<file path="config.mk">
export PLATFORM = sky130hd
export DESIGN_NAME = lpta_front
export DESIGN_NICKNAME = d
export VERILOG_FILES = /design/src/sv/lpta_pkg.sv /design/src/sv/lpta_front.sv
export SDC_FILE = /design/constraint.sdc
export NUM_CORES = 1
export LEC_CHECK = 0
export ABC_CLOCK_PERIOD_IN_PS = 5030
export BUFFER_PORTS_ARGS = -buffer_cell sky130_fd_sc_hd__buf_2
export CAP_MARGIN = 20
export CORE_MARGIN = 3
export CORE_UTILIZATION = 40
export DETAILED_ROUTE_END_ITERATION = 10
export PLACE_DENSITY = 0.71
export REMOVE_ABC_BUFFERS = 1
export SYNTH_ARGS = -nofsm -noshare
export SYNTH_HDL_FRONTEND = slang
export SYNTH_SLANG_ARGS = --single-unit
</file>
<file path="constraint.sdc">
create_clock -name clk -period 5.03 [get_ports clk]
set_input_delay 1.509 -clock clk [delete_from_list [all_inputs] [get_ports clk]]
set_output_delay 1.509 -clock clk [all_outputs]
set_load 0.01 [all_outputs]
</file>
<file path="src/sv/lpta_pkg.sv">
`default_nettype none
// ----------------------------------------------------------------------------
// lpta_pkg
// Shared types and constants for the scan measurement decoder.
// ----------------------------------------------------------------------------
package lpta_pkg;

	localparam int TABLE_SIZE = 360;
	localparam int MEAS_BYTES = 5;
	localparam int ANGLE_W    = 9;
	localparam int RANGE_W    = 16;
	localparam int QUAL_W     = 6;
	localparam int APB_AW     = 4;
	localparam int APB_DW     = 32;

	localparam logic [RANGE_W-1:0] RESET_DISTANCE = 16'd40000;
	localparam logic [QUAL_W-1:0]  RESET_QUAL_THR = 6'd1;
	localparam logic [RANGE_W-1:0] RESET_FLOOR    = 16'd40;

	localparam logic FUNC_BYTE = 1'b0;
	localparam logic FUNC_READ = 1'b1;

	localparam logic KIND_MEAS = 1'b0;
	localparam logic KIND_READ = 1'b1;

	localparam logic [1:0] REG_QUAL_THR = 2'd0;
	localparam logic [1:0] REG_FLOOR    = 2'd1;
	localparam logic [1:0] REG_DEFAULT  = 2'd2;

	typedef struct packed {
		logic [QUAL_W-1:0]  qual_thr;
		logic [RANGE_W-1:0] distance_floor;
		logic [RANGE_W-1:0] dflt_range;
	} cfg_t;

	typedef struct packed {
		logic               kind;
		logic [ANGLE_W-1:0] angle;
		logic [RANGE_W-1:0] range;
		logic [QUAL_W-1:0]  quality;
		logic               live;
	} op_t;

endpackage
`default_nettype wire

</file>
<file path="src/sv/lpta_front.sv">
`default_nettype none
// ----------------------------------------------------------------------------
// lpta_front
// Takes input beats, skips the response header, assembles 5-byte
// measurements, decodes quality/angle/range and emits table operations.
// ----------------------------------------------------------------------------
module lpta_front #(
	parameter int HEADER_BYTES = 7
) (
	input  wire logic                           clk,
	input  wire logic                           arst_n,
	input  wire logic                           in_valid,
	output logic                                in_ready,
	input  wire logic                           func,
	input  wire logic [7:0]                     rx_byte,
	input  wire logic [lpta_pkg::ANGLE_W-1:0]   read_angle,
	input  wire lpta_pkg::cfg_t                 cfg,
	input  wire logic                           back_busy,
	input  wire logic                           q_ready,
	output logic                                q_push,
	output lpta_pkg::op_t                       q_op
);

	logic [3:0] header_q;
	logic [2:0] pos_q;
	logic [7:0] pkt_q [4];
	logic       live_q;

	logic                             accept;
	logic                             hdr_done;
	logic                             last_byte;
	logic [lpta_pkg::QUAL_W-1:0]      qual;
	logic [lpta_pkg::ANGLE_W-1:0]     a_raw;
	logic [lpta_pkg::ANGLE_W-1:0]     a_mod;
	logic [lpta_pkg::ANGLE_W-1:0]     ang;
	logic [lpta_pkg::RANGE_W-1:0]     rng;
	logic                             reject;

	assign in_ready  = q_ready && !back_busy;
	assign accept    = in_valid && in_ready;
	assign hdr_done  = !(header_q < 4'(HEADER_BYTES));
	assign last_byte = (pos_q == 3'(lpta_pkg::MEAS_BYTES - 1));

	assign qual  = pkt_q[0][7:2];
	assign a_raw = {pkt_q[2], pkt_q[1][7]};
	assign a_mod = (a_raw >= 9'(lpta_pkg::TABLE_SIZE)) ?
		a_raw - 9'(lpta_pkg::TABLE_SIZE) : a_raw;
	assign ang   = (a_mod == '0) ? '0 : 9'(lpta_pkg::TABLE_SIZE) - a_mod;
	assign rng   = {rx_byte, pkt_q[3]};
	assign reject = (qual < cfg.qual_thr) || (rng < cfg.distance_floor);

	always_comb begin
		q_push = 1'b0;
		q_op   = '0;
		if (func == lpta_pkg::FUNC_READ) begin
			q_push     = accept;
			q_op.kind  = lpta_pkg::KIND_READ;
			q_op.angle = read_angle;
			q_op.live  = live_q;
		end else begin
			q_push       = accept && hdr_done && last_byte;
			q_op.kind    = lpta_pkg::KIND_MEAS;
			q_op.angle   = ang;
			q_op.range   = reject ? cfg.dflt_range : rng;
			q_op.quality = qual;
			q_op.live    = 1'b1;
		end
	end

	always_ff @(posedge clk or negedge arst_n) begin
		if (!arst_n) begin
			header_q <= '0;
			pos_q    <= '0;
			live_q   <= 1'b0;
		end else if (accept && func == lpta_pkg::FUNC_BYTE) begin
			if (!hdr_done) begin
				header_q <= header_q + 4'd1;
			end else if (!last_byte) begin
				pos_q <= pos_q + 3'd1;
			end else begin
				pos_q  <= '0;
				live_q <= 1'b1;
			end
		end
	end

	always_ff @(posedge clk) begin
		if (accept && func == lpta_pkg::FUNC_BYTE && hdr_done && !last_byte) begin
			pkt_q[pos_q[1:0]] <= rx_byte;
		end
	end

endmodule
`default_nettype wire

</file>
== After elaboration in Yosys (flattened, before gate mapping) ==
Memory sizes are Yosys's and may differ from the RTL's.
Index checks and enable logic that the tools add are counted.

* Memories kept: 1
* Logic and storage cells: 40
* Latch bits: 0
* Register bits: 8
* Bits of input ports: 61
* Output and inout bits: 35
* Bits in writable memories: 32
* Bits in read-only memories: 0

{| class="wikitable"
|+ Memory list
! memory !! depth !! width !! read ports !! clocked after memory_dff !! wr ports !! RTL line !! source
|-
| pkt_q || 4 || 8 || 4 || 0 || 1 || lpta_front.sv:26 || <nowiki>logic [7:0] pkt_q [4];</nowiki>
|}

* Magnitude comparators: 4
* Bitwise logic cells: 2
* Equality and inequality tests: 1
* Shifts and indexed selects: 0
* Reductions and logical operators: 15
* Div/mod/pow operators: 0
* Multipliers: 0
* $add $sub $neg: 4
* Mux-type cells: 10

{| class="wikitable"
|+ Operators by type and width
! kind !! count
|-
| $mux W22 || 1
|-
| $mux W9 || 2
|-
| $lt A16 B16 Y1 || 1
|-
| $mux W16 || 1
|-
| $mux W10 || 1
|-
| $ge A9 B9 Y1 const B || 1
|-
| $logic_not A9 Y1 || 1
|-
| $sub A9 B9 Y9 const A || 1
|-
| $sub A9 B9 Y9 const B || 1
|-
| $logic_and A1 B1 Y1 || 7
|-
| $lt A6 B6 Y1 || 1
|-
| $add A4 B1 Y4 const B || 1
|-
| $lt A4 B3 Y1 const B || 1
|-
| $mux W1 || 4
|-
| $reduce_and A2 Y1 || 2
|-
| $add A3 B1 Y3 const B || 1
|-
| $eq A3 B3 Y1 const B || 1
|-
| $logic_not A1 Y1 || 3
|-
| $mux W3 || 1
|-
| $reduce_and A3 Y1 || 1
|-
| $not A1 Y1 || 2
|-
| $logic_or A1 B1 Y1 || 1
|}

== Logic depth before layout (Yosys ltp) ==
* Word-level depth: 8
* Depth in mapped cells: 9
* Depth with buffers taken out: 8

== Worst setup path before layout ==
Ideal clock, no wire load.

* Path type: input-to-output
* From: input cfg[20] (netlist bit)
* To: output q_op[12] (netlist bit)
* Stages on the path: 8
* Arrival: 3.260 ns
* Data required time: 3.521 ns
* Path buffers: 1
* Setup slack: 0.261 ns
* Path through: inv_1 > ha_1 > o2111ai_1 > a21oi_1 > o2111ai_1 > a32oi_2 > buf_2 > mux2i_1

{| class="wikitable"
|+ RTL lines
! element !! RTL line !! source
|-
| from (decl) || lpta_front.sv:17 || <nowiki>input wire lpta_pkg::cfg_t cfg,</nowiki>
|-
| to (decl) || lpta_front.sv:21 || <nowiki>output lpta_pkg::op_t q_op</nowiki>
|}

==> results.txt <==
----------------------------------------------------
[Outcome]
  Result of the run ... complete, no violations

[Hold path]
  Type of the worst min-delay path ... flop to flop
  WHS Path Cells ... 1
  Worst hold start ... live_q
  Worst hold endpoint ... live_q

[Critical path]
  Peak fanout along the critical path ... 16
  Arrival time of data at the critical path endpoint ... about 3.3 ns
  Register-to-Register Setup Slack ... between 2 and 3 ns
  WS Path Type ... input pin to output port
  Critical-path cell list ... buf_2 > inv_1 > ha_1 > o2111ai_1 > a21oi_1 > o2111ai_1 > a32oi_2 > buf_6 > mux2i_1 > buf_2
  Max stage delay on crit path ... ~0.3 ns
  Worst R2R End ... pkt_q[3][1]
  Worst Path Required ... ~3.5 ns
  Type of origin of the critical path ... input pin
  Crit. End Element ... output port
  R2R Path Start ... header_q[0]
  Number of cell instances on the worst register-to-register path ... 5
  Buf/Inv on CP ... 4
  Library cell contributing the largest single delay on the critical path ... ha_1
  Worst path top cell family by delay ... compound AO/OA/AOI/OAI gates

[Placed design]
  Instance area at placement ... between 3000 and 4000 um2
  HPWL after detailed placement ... roughly 4800 um
  Count of buffers from port buffering ... between 90 and 100
  Placed cell count ... about 450
  Final GP Congestion ... around 0.83

[Logic synthesis]
  Fraction of registers with async set/reset ... between 20% and 30%
  Mapped Area ... 2665 um2
  Most instantiated flip-flop cell in the synthesis netlist ... edfxtp_1
  Synthesized area per cell ... roughly 9.4 um2
  Total of warnings raised by yosys ... 0
  Number of instances in the synthesized netlist ... around 280
  Sequential-to-total area share from yosys stat ... between 30% and 40%
  Register bit count reported by yosys ... 31
  Count of flip-flops with a built-in enable after synthesis ... 23
  Count of different cell masters after synthesis ... 50

[STA]
  Final count of pins violating max slew ... 0
  Number of failing hold endpoints at the final stage ... 0
  Total setup violations reported at the end of the flow ... 0
  Setup repair after global routing missed its margin ... no
  Max Clock Skew ... just over 0.005 ns
  Transition time of the tightest slew-check pin ... 0.4587 ns
  Achievable clock frequency ... roughly 0.21 GHz
  Final period demand of the worst path ... 4.811 ns
  Post-route clock period utilization ... 95.64%
  Sum of negative setup slack ... 0 ns
  Worst slew slack as a fraction of its limit ... about 69%

[GRT]
  Maximum number of pins on one net before global-route repair ... 37
  Initial antenna violation count ... 0
  First-pass GRT wire length ... between 9000 and 10000 um
  Global-route congestion overflow total ... 0
  Via count of the first global-routing pass ... about 2.1k
  Total track usage ... ~16%

[Die]
  Overall die width ... just under 90 um
  Die height ... slightly below 90 um
  Number of top-level pins ... 96
  Total number of placement rows ... 29
  Area of the core ... ~6400 um2
  Die footprint ... between 7000 and 8000 um2
  Starting density of the core ... a little over two fifths

[Finish]
  Cell area after layout ... roughly 3300 um2
  Number of inserted filler cells in the final layout ... ~630
  Share of cells above drive strength 1 ... 30.59%
  Most frequent cells in the layout ... buf_2 (95), nand2b_1 (38), inv_1 (30), ha_1 (27), edfxtp_1 (23)
  Most common cell after layout, fill and taps aside ... buf_2
  Net count of the finished layout ... approximately 460
  Non-filler instance count after layout ... between 400 and 500
  Area delta synth->final ... 23.33%
  Antenna diode count ... 0

[Clocking]
  Clock latency on the worst-skew pair ... around 0.27 ns
  Number of buffers on the longest clock path ... 2
  Buffer type at the clock tree root ... clkbuf_8
  Number of clock buffers inserted by TritonCTS ... 5
  Clock-pin slew on the worst setup and hold paths ... around 0.060 ns
  Clock sink total ... 31
  TritonCTS clock tree ... built
  Count of hold-fix buffers inserted at cts ... 0
  Max H-tree Level ... 2

[Pwr]
  Comb power frac ... around a quarter
  Total power density per cell area ... between 200 and 250 nW/um2
  Proportion of power drawn by the clock network ... roughly 27%
  Switching component of the power ... 186.8 uW
  Switching part of the total ... between 20 and 30%
  Internal power ... between 400 and 500 uW
  Worst IR Drop VDD ... 189.3 uV
  Share of power burned in registers ... a little under half
  Leakage ... approximately 1.6 nW

[Routing]
  Total vias in the final route ... roughly 2.3k
  Antenna viol nets, final ... 0
  Iteration-0 DRC Markers ... 84
  Number of detailed-routing iterations run before antenna repair ... 4
  Via density per instance ... 4.991
  Wirelength, routed ... slightly below 6000 um
  Detail-routed net length per standard cell ... between 10 and 15 um
  DRC errors left ... 0

[Flow run]
  Number of max-cap violations ... 0

----------------------------------------------------
[how the worst max path moves through the flow]
stage	startpoint	slack (ns)	cells past startpoint	to
final	cfg[21]	0.22	10	q_op[11]
after global routing	cfg[20]	0.05	10	q_op[21]
after CTS	cfg[21]	0.15	10	q_op[13]
after detailed placement	cfg[21]	0.15	10	q_op[13]
after global placement	cfg[21]	0.24	10	q_op[22]
after floorplan	cfg[20]	0.16	7	q_op[10]
[metal layers]
layer	vias up	track usage, %	part of all wire (%)
met1	1010	21.92	48
met5	-	0	0
li1	1184	-	-
met2	60	25.34	45
met3	7	3.010	5.6
met4	0	3.347	0.85
[power by group through the flow]
stage	logic (mW)	registers (mW)	clock network, mW
6_report	0.175	0.305	0.179
5_1_grt	0.200	0.309	0.198
4_1_cts	0.177	0.305	0.183
3_5_place_dp	0.176	0.310	0
3_3_place_gp	0.170	0.310	0
2_1_floorplan	0.104	0.307	0
[synth_stat cells, types with 2 or more instances]
cell	n	area share [%]
o21bai_1	2	0.56
mux2i_1	16	6.0
nand2_1	15	2.1
mux2_2	3	1.3
nor2b_1	10	2.3
a21o_1	5	1.4
o2111ai_1	3	0.99
or3_1	3	0.70
o31ai_1	5	1.4
xnor2_1	5	1.6
o21ai_0	13	2.4
clkbuf_1	8	1.1
nor2_1	8	1.1
nor3_1	2	0.38
and4_1	2	0.66
a21oi_1	12	2.3
a211oi_1	4	1.1
ha_1	27	13
xor2_1	2	0.66
edfxtp_1	23	26
and2_1	5	1.2
nand3_1	6	1.1
inv_1	30	4.2
buf_4	2	0.56
dfrtp_1	8	7.5
a211o_1	2	0.66
nand2b_1	38	8.9
nand4b_1	2	0.66
[cell families (layout without fill, tap and decap cells)]
| logic type | count (synthesis) | in the layout | share of synthesized area (%) |
|---|---|---|---|
| AND/OR/NAND/NOR | 99 | 99 | 21.78 |
| flip-flops | 31 | 31 | 33.43 |
| multiplexers | 19 | 19 | 7.277 |
| XOR/XNOR | 7 | 7 | 2.301 |
| buffers and inverters | 42 | 135 | 6.526 |
| AO/OA/AOI/OAI | 58 | 58 | 16.01 |
| adder cells (fa/ha/maj) | 27 | 27 | 12.68 |
[area by class of cell]
class                      instances  area [um2]  area share, %
sequential                        31       890.9          27.10
inverter                          30       112.6          3.426
clock buffer                       6       72.57          2.208
timing repair buffer              97       506.7          15.42
multi-input combinational        210        1600          48.69
tap                               77       96.34          2.931
clock inverter                     2       7.507         0.2284
[state kept, by name, indices dropped and copies added, names as in the netlist]
| signal | count |
|---|---|
| pkt_q | 23 |
| header_q | 4 |
| live_q | 1 |
| pos_q | 3 |
[metrics by stage]
step	power [mW]	setup WS (ns)	util, %	hold WS [ns]
after floorplan	0.4115	0.1620	-	0.4337
after global placement	0.4800	0.2393	50.16	0.4561
after detailed placement	0.4866	0.1499	50.16	0.4639
after CTS	0.6650	0.1466	51.41	0.4809
after global routing	0.7059	0.05231	51.47	0.5333
final	0.6597	0.2192	51.47	0.4764
[repair_timing]
action	4_1_cts	5_1_grt
gates resized for setup	0	1
setup endpoints to repair	0	2
setup buffers	0	0
Note: power is estimated with default switching activity, not from simulation.
