===== config.mk =====
export PLATFORM = sky130hd
export DESIGN_NAME = lpta_queue
export DESIGN_NICKNAME = d
export VERILOG_FILES = /design/src/sv/lpta_pkg.sv /design/src/sv/lpta_queue.sv
export SDC_FILE = /design/constraint.sdc
export NUM_CORES = 1
export LEC_CHECK = 0
export ABC_AREA = 1
export ABC_CLOCK_PERIOD_IN_PS = 2600
export BUFFER_PORTS_ARGS = -buffer_cell sky130_fd_sc_hd__buf_4
export CORE_UTILIZATION = 45
export DETAILED_ROUTE_END_ITERATION = 10
export HOLD_SLACK_MARGIN = 0.06
export PLACE_DENSITY_LB_ADDON = 0.15
export SLEW_MARGIN = 20
export SYNTH_ARGS = -nofsm -noshare
export SYNTH_HDL_FRONTEND = slang
export SYNTH_SLANG_ARGS = --single-unit
export TNS_END_PERCENT = 30

===== constraint.sdc =====
create_clock -name clk -period 2.6 [get_ports clk]
set_input_delay 0.39 -clock clk [delete_from_list [all_inputs] [get_ports clk]]
set_output_delay 0.39 -clock clk [all_outputs]
set_load 0.005 [all_outputs]

===== src/sv/lpta_pkg.sv =====
`default_nettype none
// ----------------------------------------------------------------------------
// lpta_pkg
// Shared types and constants for the scan measurement decoder.
// ----------------------------------------------------------------------------
package lpta_pkg;

	localparam int TABLE_SIZE = 360;
	localparam int MEAS_BYTES = 5;
	localparam int ANGLE_W    = 9;
	localparam int RANGE_W    = 16;
	localparam int QUAL_W     = 6;
	localparam int APB_AW     = 4;
	localparam int APB_DW     = 32;

	localparam logic [RANGE_W-1:0] RESET_DISTANCE = 16'd40000;
	localparam logic [QUAL_W-1:0]  RESET_QUAL_THR = 6'd1;
	localparam logic [RANGE_W-1:0] RESET_FLOOR    = 16'd40;

	localparam logic FUNC_BYTE = 1'b0;
	localparam logic FUNC_READ = 1'b1;

	localparam logic KIND_MEAS = 1'b0;
	localparam logic KIND_READ = 1'b1;

	localparam logic [1:0] REG_QUAL_THR = 2'd0;
	localparam logic [1:0] REG_FLOOR    = 2'd1;
	localparam logic [1:0] REG_DEFAULT  = 2'd2;

	typedef struct packed {
		logic [QUAL_W-1:0]  qual_thr;
		logic [RANGE_W-1:0] distance_floor;
		logic [RANGE_W-1:0] dflt_range;
	} cfg_t;

	typedef struct packed {
		logic               kind;
		logic [ANGLE_W-1:0] angle;
		logic [RANGE_W-1:0] range;
		logic [QUAL_W-1:0]  quality;
		logic               live;
	} op_t;

endpackage
`default_nettype wire


===== src/sv/lpta_queue.sv =====
`default_nettype none
// ----------------------------------------------------------------------------
// lpta_queue
// Two-entry operation queue between front and back.
// ----------------------------------------------------------------------------
module lpta_queue (
	input  wire logic          clk,
	input  wire logic          arst_n,
	input  wire logic          push,
	input  wire lpta_pkg::op_t push_op,
	output logic               ready,
	input  wire logic          pop,
	output logic               valid,
	output lpta_pkg::op_t      head
);

	lpta_pkg::op_t ent_q [2];
	logic          wr_q;
	logic          rd_q;
	logic [1:0]    cnt_q;

	assign ready = (cnt_q != 2'd2);
	assign valid = (cnt_q != 2'd0);
	assign head  = ent_q[rd_q];

	always_ff @(posedge clk or negedge arst_n) begin
		if (!arst_n) begin
			wr_q  <= 1'b0;
			rd_q  <= 1'b0;
			cnt_q <= '0;
		end else begin
			if (push) begin
				wr_q <= !wr_q;
			end
			if (pop) begin
				rd_q <= !rd_q;
			end
			if (push && !pop) begin
				cnt_q <= cnt_q + 2'd1;
			end else if (pop && !push) begin
				cnt_q <= cnt_q - 2'd1;
			end
		end
	end

	always_ff @(posedge clk) begin
		if (push) begin
			ent_q[wr_q] <= push_op;
		end
	end

endmodule
`default_nettype wire


* Word-level counts from Yosys, hierarchy flattened
Memory sizes are Yosys's and may differ from the RTL's.
Index checks and enable logic that the tools add are counted.
** Storage, ports and cells
- Output and inout port bits :: 35
- Flip-flop bits (word level) :: 4
- Memories :: 1
- RAM bits :: 66
** Memories
- ent_q :: words 2, width 33, read ports 1, clocked after memory_dff 0, wr ports 1, RTL line lpta_queue.sv:17 : lpta_pkg::op_t ent_q [2];
** Operators by class
- Reduce and logical (&&, ||, !) cells :: 8
- Muxes and demuxes :: 4
- Add/subtract/negate cells :: 2
- Equal/unequal tests :: 1
** Operators with widths (number)
- $logic_not 1->1 :: 4
- $mux 2 :: 2
- $reduce_bool 2->1 :: 2
- $add 2x1->2 const B :: 1
- $logic_and 1x1->1 :: 2
- $mux 1 :: 2
- $ne 2x2->1 const B :: 1
- $sub 2x1->2 const B :: 1

* Longest topological paths before layout
Gate-level depths: netlist (run 1).
- Depth after elaboration :: 4
- Gate-level depth with buffers :: 7
- Depth with buffers taken out :: 7

* Worst setup path before layout (run 1)
No wires, ideal clock.
- Path kind :: input -> register
- Start point :: in push
- End point :: mem ent_q[0][0] (netlist name) (enable)
- Cell stages on the path :: 2
- Path slack :: 0.355 ns
- Setup time :: 0.424 ns
- Data arrival time :: 1.821 ns
- Required time :: 2.176 ns
- Buffers on the path :: 0
- Path through :: inv_1 nor2_1
** On the way
- Longest elaborated chain between the ends :: 2
** Ends and longest elaborated chain
- start, declared :: RTL line lpta_queue.sv:9 : input wire logic push,
- $mux 1 :: RTL line lpta_queue.sv:47 : if (push) begin
- $mux 1 (not written as such) :: RTL line lpta_queue.sv:48 : ent_q[wr_q] <= push_op;
- end, declared :: RTL line lpta_queue.sv:17
Every way passes these cells.

==> impl_metrics.sql, run 1 <==
INSERT INTO impl_metrics (metric_group, metric, value, unit) VALUES
('run_status', 'run_status', 'finished clean', ''),
('sta', 'final-setup-viol-count', '0', ''),
('synthesis', 'synth_mux_area_frac', '0.175', ''),
('final_layout', 'final_core_util', '0.600', ''),
('global_routing', 'wire_length_of_the_first_global_routing_pass', '6.55', 'mm'),
('setup_path', 'rr_startpoint', 'wr_q$_DFFE_PN0P_', ''),
('setup_path', 'crit-reg2reg-capture', 'ent_q[0][9]$_DFFE_PP_', ''),
('detailed_routing', 'drc', '0', ''),
('synthesis', 'largest_family_of_logic_cells_by_synthesized_area', 'multiplexers', ''),
('power_and_ir_drop', 'netSwitchingPower', '900', 'µW'),
('synthesis', 'mappedNetlistNets', '166', ''),
('power_and_ir_drop', 'sequentialPowerShare', '0.458', ''),
('synthesis', 'ys_async_sr_fraction', '0.0571', ''),
('power_and_ir_drop', 'power.share.clock', '0.219', ''),
('final_layout', 'finalNetCount', '249', ''),
('sta', 'finalHoldViolCount', '0', ''),
('cts', 'insertion_delay', '0.33', 'ns'),
('setup_path', 'reg2reg_depth', '2', ''),
('final_layout', 'post_route_cells_drive_above_1_share', '0.558', ''),
('detailed_routing', 'drt_iter0_drc', '22', ''),
('cts', 'clock_tree.buffer_depth', '2', ''),
('final_layout', 'fillers', '462', ''),
('sta', 'report.final.slew_viol_count', '0', ''),
('setup_path', 'timing_worst_setup_path_type', 'flip-flop to output port', ''),
('setup_path', 'setup.worst_path.start_class', 'flip-flop', ''),
('worst_hold_path', 'hold_path_end', 'ent_q[1][30]$_DFFE_PP_', ''),
('final_layout', 'area_delta_synth_final', '28.8', '%'),
('setup_path', 'path_cells', 'buf_12 -> mux2_2 -> buf_4', ''),
('power_and_ir_drop', 'powerDensity', '1010', 'nW/µm²'),
('setup_path', 'crit_fanout', '22', ''),
('synthesis', 'synth-xor-area-share', '0.00959', ''),
('floorplan', 'fp.dieW', '80.0', 'µm'),
('power_and_ir_drop', 'power_leakage', '0.00145', 'µW'),
('setup_path', 'critical_path.max_stage_delay', '0.63', 'ns'),
('detailed_routing', 'vias_per_cell', '4.66', ''),
('synthesis', 'ys.warnings.count', '0', ''),
('detailed_routing', 'dr_total_vias', '1350', ''),
('synthesis', 'synth-main-ff-cell', 'sky130_fd_sc_hd__edfxtp_1', ''),
('global_routing', 'grt_max_degree', '23', ''),
('synthesis', 'synth_seq_area_share', '0.760', ''),
('setup_path', 'critPathRequiredTime', '2.21', 'ns'),
('sta', 'post_route_setup_tns', '0', 'ns'),
('synthesis', 'complex_gate_fraction_of_the_synthesized_area', '0', ''),
('synthesis', 'synth_largest_area_cell', 'sky130_fd_sc_hd__edfxtp_1', ''),
('cts', 'tritoncts', 'yes', ''),
('worst_hold_path', 'worstHoldPathCells', '1', ''),
('power_and_ir_drop', 'intPower', '2660', 'µW'),
('setup_path', 'regToRegSetupSlack', '1.10', 'ns'),
('floorplan', 'core', '5890', 'µm²'),
('flow_run', 'drv.max_cap_violation_count', '0', ''),
('synthesis', 'synth.ff_latch_count', '70', ''),
('cts', 'ctsRootBufferMaster', 'sky130_fd_sc_hd__clkbuf_8', ''),
('final_layout', 'multi_input_area', '568', 'µm²'),
('detailed_routing', 'total_length_of_routed_wires', '4.20', 'mm'),
('sta', 'post-route-period-util', '0.811', ''),
('floorplan', 'io_pins', '72', ''),
('synthesis', 'post-synth-top-area-fraction', '0.723', ''),
('global_routing', 'antenna_found_initial', '0', ''),
('sta', 'holdWs', '0.244', 'ns'),
('cts', 'post_cts_buffers', '0', ''),
('synthesis', 'yosys-top-cells-count', '66 x sky130_fd_sc_hd__edfxtp_1, 29 x sky130_fd_sc_hd__mux2_4, 7 x sky130_fd_sc_hd__inv_1, 7 x sky130_fd_sc_hd__nand2_1', ''),
('cts', 'clkSlewWorstSetupHoldPaths', '0.06', 'ns'),
('synthesis', 'most_common_cell_in_the_netlist', 'sky130_fd_sc_hd__edfxtp_1', ''),
('synthesis', 'mean_instance_size_in_the_synthesized_netlist', '21.4', 'µm²'),
('setup_path', 'setup.worst_path.end_class', 'output port', ''),
('placement', 'global_placer_s_final_weighted_congestion', '0.654', ''),
('sta', 'grt_setup_unrepaired', 'no', ''),
('sta', 'worstMarginPinSlew', '0.456', 'ns'),
('synthesis', 'synth.distinct_cells', '14', ''),
('cts', 'tritoncts.num_buffers', '9', ''),
('placement', 'post_dp_cell_area', '3350', 'µm²');
power groups by stage:
stage                     Sequential [µW]  Combinational, µW  Clock, µW
after floorplan                      1580                795          0
after global routing                 1660               1250        838
after CTS                            1630               1180        802
after detailed placement             1660               1170          0
after global placement               1640               1150          0
final                                1630               1150        780
what timing repair did:
| action | CTS | global route |
|---|---|---|
| hold buffers | 1 | 0 |
| hold endpoints to repair | 4 | 0 |
| endpoints found under the setup margin | 0 | 0 |
| resized for setup | 0 | 0 |
how the worst max path moves through the flow:
stage	end	start	cells after the start
floorplan	ent_q[0][0]$_DFFE_PP_	push	2
global placement	head[30]	rd_q$_DFFE_PN0P_	3
detailed placement	head[29]	rd_q$_DFFE_PN0P_	3
CTS	head[29]	rd_q$_DFFE_PN0P_	3
global route	head[30]	rd_q$_DFFE_PN0P_	3
finish	head[29]	rd_q$_DFFE_PN0P_	3
cells in the final DEF, fill, tap and decap left out, drive strengths merged:
master	count
xnor2	1
dfrtp	4
nand2	7
dlygate4sd3	1
clkinv	1
mux2	33
nor2	1
edfxtp	66
nand4	1
clkbuf	13
nand3	1
inv	7
xor2	2
buf	75
ha	1
bufinv	1
critical path: cells and delay by family (launching register included):
family | cells | cell delay [ns]
muxes | 1 | 0.36
buffers and inverters | 2 | 0.39
DFF | 1 | 0.63
through the flow:
stage          std cells  total power (µW)
2_1_floorplan        128              2380
3_3_place_gp         274              2790
3_5_place_dp         274              2830
4_1_cts              290              3620
5_1_grt              290              3740
6_report             290              3560
state kept, by name, summed over array words and instances (netlist names):
register	flops
wr_q	1
ent_q	66
cnt_q	2
rd_q	1
routing by layer:
metal	wire, µm	vias up	track usage
met4	102	0	0.0911
met5	0	-	0
met3	233	10	0.0354
met2	2130	48	0.250
li1	-	647	-
met1	1730	645	0.163
cell type report:
cell class,count,share of cell area
multi-input combinational,47,0.161
sequential,70,0.590
clock buffer,13,0.0393
timing repair buffer,76,0.166
inverter,7,0.00744
tap,75,0.0266
clock inverter,2,0.00957
cells by family (layout without fill, tap and decap cells):
| group | after synthesis | after routing |
|---|---|---|
| muxes | 33 | 33 |
| and+or+nand+nor | 10 | 10 |
| DFF | 70 | 70 |
| xor gates and xnor gates | 3 | 3 |
| adders and majority gates | 1 | 1 |
| buffers and inverters | 11 | 98 |
Note: power is estimated with default switching activity, not from simulation.
==> run 2: changes to the inputs <==
ABC_CLOCK_PERIOD_IN_PS = 2150   (was 2600)
clock period = 2.15 ns   (was 2.6 ns; I/O delays follow)
==> impl_metrics.sql, run 2 (synthesis gave the netlist of run 1 again) <==
INSERT INTO impl_metrics (metric_group, metric, value, unit) VALUES
('setup_path', 'worstSetupStartpoint', 'rd_q$_DFFE_PN0P_', ''),
('setup_path', 'reg2reg_depth', '3', ''),
('placement', 'detailedPlacementHpwl', '2.99', 'mm'),
('sta', 'post_route_setup_tns', '0', 'ns'),
('power_and_ir_drop', 'p_comb_frac', '0.336', ''),
('power_and_ir_drop', 'netSwitchingPower', '1080', 'µW'),
('detailed_routing', 'drt_first_pass_iters', '3', ''),
('placement', 'port_buffers', '71', ''),
('floorplan', 'placementRows', '28', ''),
('final_layout', 'post_route_cells_drive_above_1_share', '0.567', ''),
('cts', 'ctsRootBufferMaster', 'sky130_fd_sc_hd__clkbuf_8', ''),
('cts', 'clkSlewWorstSetupHoldPaths', '0.07', 'ns'),
('floorplan', 'die_height', '80.0', 'µm'),
('floorplan', 'die_area', '6410', 'µm²'),
('final_layout', 'regArea', '2080', 'µm²'),
('setup_path', 'rr_startpoint', 'wr_q$_DFFE_PN0P_', ''),
('final_layout', 'multi_input_area', '568', 'µm²'),
('sta', 'final-setup-viol-count', '0', ''),
('detailed_routing', 'total_length_of_routed_wires', '4.23', 'mm'),
('cts', 'tritoncts.num_buffers', '9', ''),
('global_routing', 'antenna_found_initial', '0', ''),
('setup_path', 'cp_data_arrival_time', '1.71', 'ns'),
('power_and_ir_drop', 'powerDensity', '1190', 'nW/µm²'),
('global_routing', 'grtUsageTotal', '0.145', ''),
('setup_path', 'setup.worst_path.start_class', 'flip-flop', ''),
('cts', 'insertion_delay', '0.32', 'ns'),
('final_layout', 'design_area', '3510', 'µm²'),
('worst_hold_path', 'hold_path_end', 'ent_q[1][13]$_DFFE_PP_', ''),
('sta', 'report.final.slew_viol_count', '0', ''),
('sta', 'worstMarginPinSlew', '0.421', 'ns'),
('final_layout', 'area_delta_synth_final', '28.1', '%'),
('setup_path', 'setup.worst_path.end_class', 'output port', ''),
('flow_run', 'drv.max_cap_violation_count', '0', ''),
('cts', 'sink_count_of_the_clock_tree', '70', ''),
('setup_path', 'timing_worst_setup_path_type', 'flip-flop to output port', ''),
('setup_path', 'critPathRequiredTime', '1.83', 'ns'),
('placement', 'global_placer_s_final_weighted_congestion', '0.691', ''),
('floorplan', 'core', '5890', 'µm²'),
('power_and_ir_drop', 'intPower', '3090', 'µW'),
('cts', 'tritoncts', 'yes', ''),
('power_and_ir_drop', 'total_power', '4180', 'µW'),
('floorplan', 'io_pins', '72', ''),
('detailed_routing', 'drt_iter0_drc', '47', ''),
('run_status', 'run_status', 'finished clean', ''),
('sta', 'finalHoldViolCount', '0', ''),
('final_layout', 'fillers', '438', ''),
('final_layout', 'mostFrequentLayoutCell', 'sky130_fd_sc_hd__buf_4', ''),
('worst_hold_path', 'holdCritStartpoint', 'push_op[13]', ''),
('global_routing', 'wire_length_of_the_first_global_routing_pass', '6.49', 'mm'),
('final_layout', 'top_registers', 'ent_q x66, cnt_q x2', ''),
('detailed_routing', 'drc', '0', ''),
('final_layout', 'final_cell_mix', '75 x sky130_fd_sc_hd__buf_4, 66 x sky130_fd_sc_hd__edfxtp_1, 29 x sky130_fd_sc_hd__mux2_4', ''),
('cts', 'clock_tree.buffer_depth', '2', ''),
('placement', 'post_dp_cell_area', '3350', 'µm²'),
('global_routing', 'grt_max_degree', '23', ''),
('final_layout', 'antennaDiodeCount', '0', ''),
('detailed_routing', 'ant_nets', '0', ''),
('detailed_routing', 'dr_total_vias', '1355', ''),
('global_routing', 'grt_pass1_vias', '1401', ''),
('setup_path', 'crit_fanout', '22', ''),
('sta', 'slew_headroom', '0.719', ''),
('sta', 'layout_min_cycle_time', '2.03', 'ns'),
('setup_path', 'crit-reg2reg-capture', 'ent_q[1][11]$_DFFE_PP_', ''),
('final_layout', 'largest_register', 'ent_q', ''),
('cts', 'ctsResizeCount', '0', ''),
('power_and_ir_drop', 'power_leakage', '0.00145', 'µW'),
('detailed_routing', 'vias_per_cell', '4.67', ''),
('sta', 'clock-skew-final', '0.00580', 'ns'),
('power_and_ir_drop', 'sequentialPowerShare', '0.471', ''),
('global_routing', 'grt_remaining_overflow', '0', ''),
('final_layout', 'finalNetCount', '250', ''),
('power_and_ir_drop', 'sw_frac_of_total', '0.259', ''),
('final_layout', 'max_reg_flops', '66', ''),
('sta', 'post-route-period-util', '0.946', ''),
('worst_hold_path', 'worstHoldPathCells', '1', ''),
('floorplan', 'initial_core_util', '0.466', ''),
('sta', 'achievable-frequency', '492', 'MHz'),
('detailed_routing', 'wl_per_cell', '14.6', 'µm'),
('sta', 'grt_setup_unrepaired', 'no', ''),
('cts', 'cts_htree_levels', '3', ''),
('power_and_ir_drop', 'power.share.clock', '0.193', ''),
('worst_hold_path', 'worst_hold_path_type', 'primary input to flip-flop', ''),
('setup_path', 'regToRegSetupSlack', '0.97', 'ns'),
('power_and_ir_drop', 'power.ir.vdd_worst', '596', 'µV'),
('floorplan', 'fp.dieW', '80.0', 'µm');
## run 2: area by class of cell
type / instances / area share
sequential: 70 / 0.594
clock inverter: 3 / 0.00392
inverter: 7 / 0.00749
tap: 75 / 0.0267
timing repair buffer: 77 / 0.169
multi-input combinational: 47 / 0.162
clock buffer: 11 / 0.0374
## run 2: power by group through the flow
stage | logic, µW | registers [µW] | clock network, µW
floorplan | 963 | 1910 | 0
global placement | 1390 | 1980 | 0
detailed placement | 1430 | 2000 | 0
CTS | 1430 | 1970 | 836
global route | 1520 | 2000 | 892
finish | 1400 | 1970 | 807
## run 2: timing repair
action | 4_1_cts | 5_1_grt
hold buffers | 1 | 0
endpoints found under the setup margin | 0 | 0
endpoints found under the hold margin | 4 | 0
setup buffers | 0 | 0
## run 2: per-stage QoR
stage               utilization  setup WS, ns  cells  hold WS, ns
CTS                       0.596        0.0769    290        0.163
finish                    0.596         0.116    290        0.178
global placement          0.570         0.477    275        0.123
global route              0.596        0.0278    290        0.160
floorplan                     -         0.460    128       0.0269
detailed placement        0.570         0.442    275        0.125
## run 2: worst max-delay path by stage
| stage | endpoint | slack [ns] | cells after the start |
|---|---|---|---|
| final | head[29] | 0.12 | 3 |
| after detailed placement | head[24] | 0.44 | 3 |
| after CTS | head[24] | 0.08 | 3 |
| after global routing | head[29] | 0.03 | 3 |
| after floorplan | ent_q[0][0]$_DFFE_PP_ | 0.46 | 1 |
| after global placement | head[29] | 0.48 | 3 |
## run 2: critical path, stage by stage, from the launching register on
cell and delay [ns]:
sky130_fd_sc_hd__dfrtp_2 0.63, sky130_fd_sc_hd__buf_12 0.26, sky130_fd_sc_hd__mux2_2 0.35, sky130_fd_sc_hd__buf_4 0.13
## run 2: per-layer routing
layer / vias up / routed length [µm] / track usage
met5: - / 0 / 0
met4: 0 / 93 / 0.0857
met3: 9 / 238 / 0.0423
met2: 45 / 2260 / 0.255
met1: 650 / 1640 / 0.154
li1: 651 / - / -
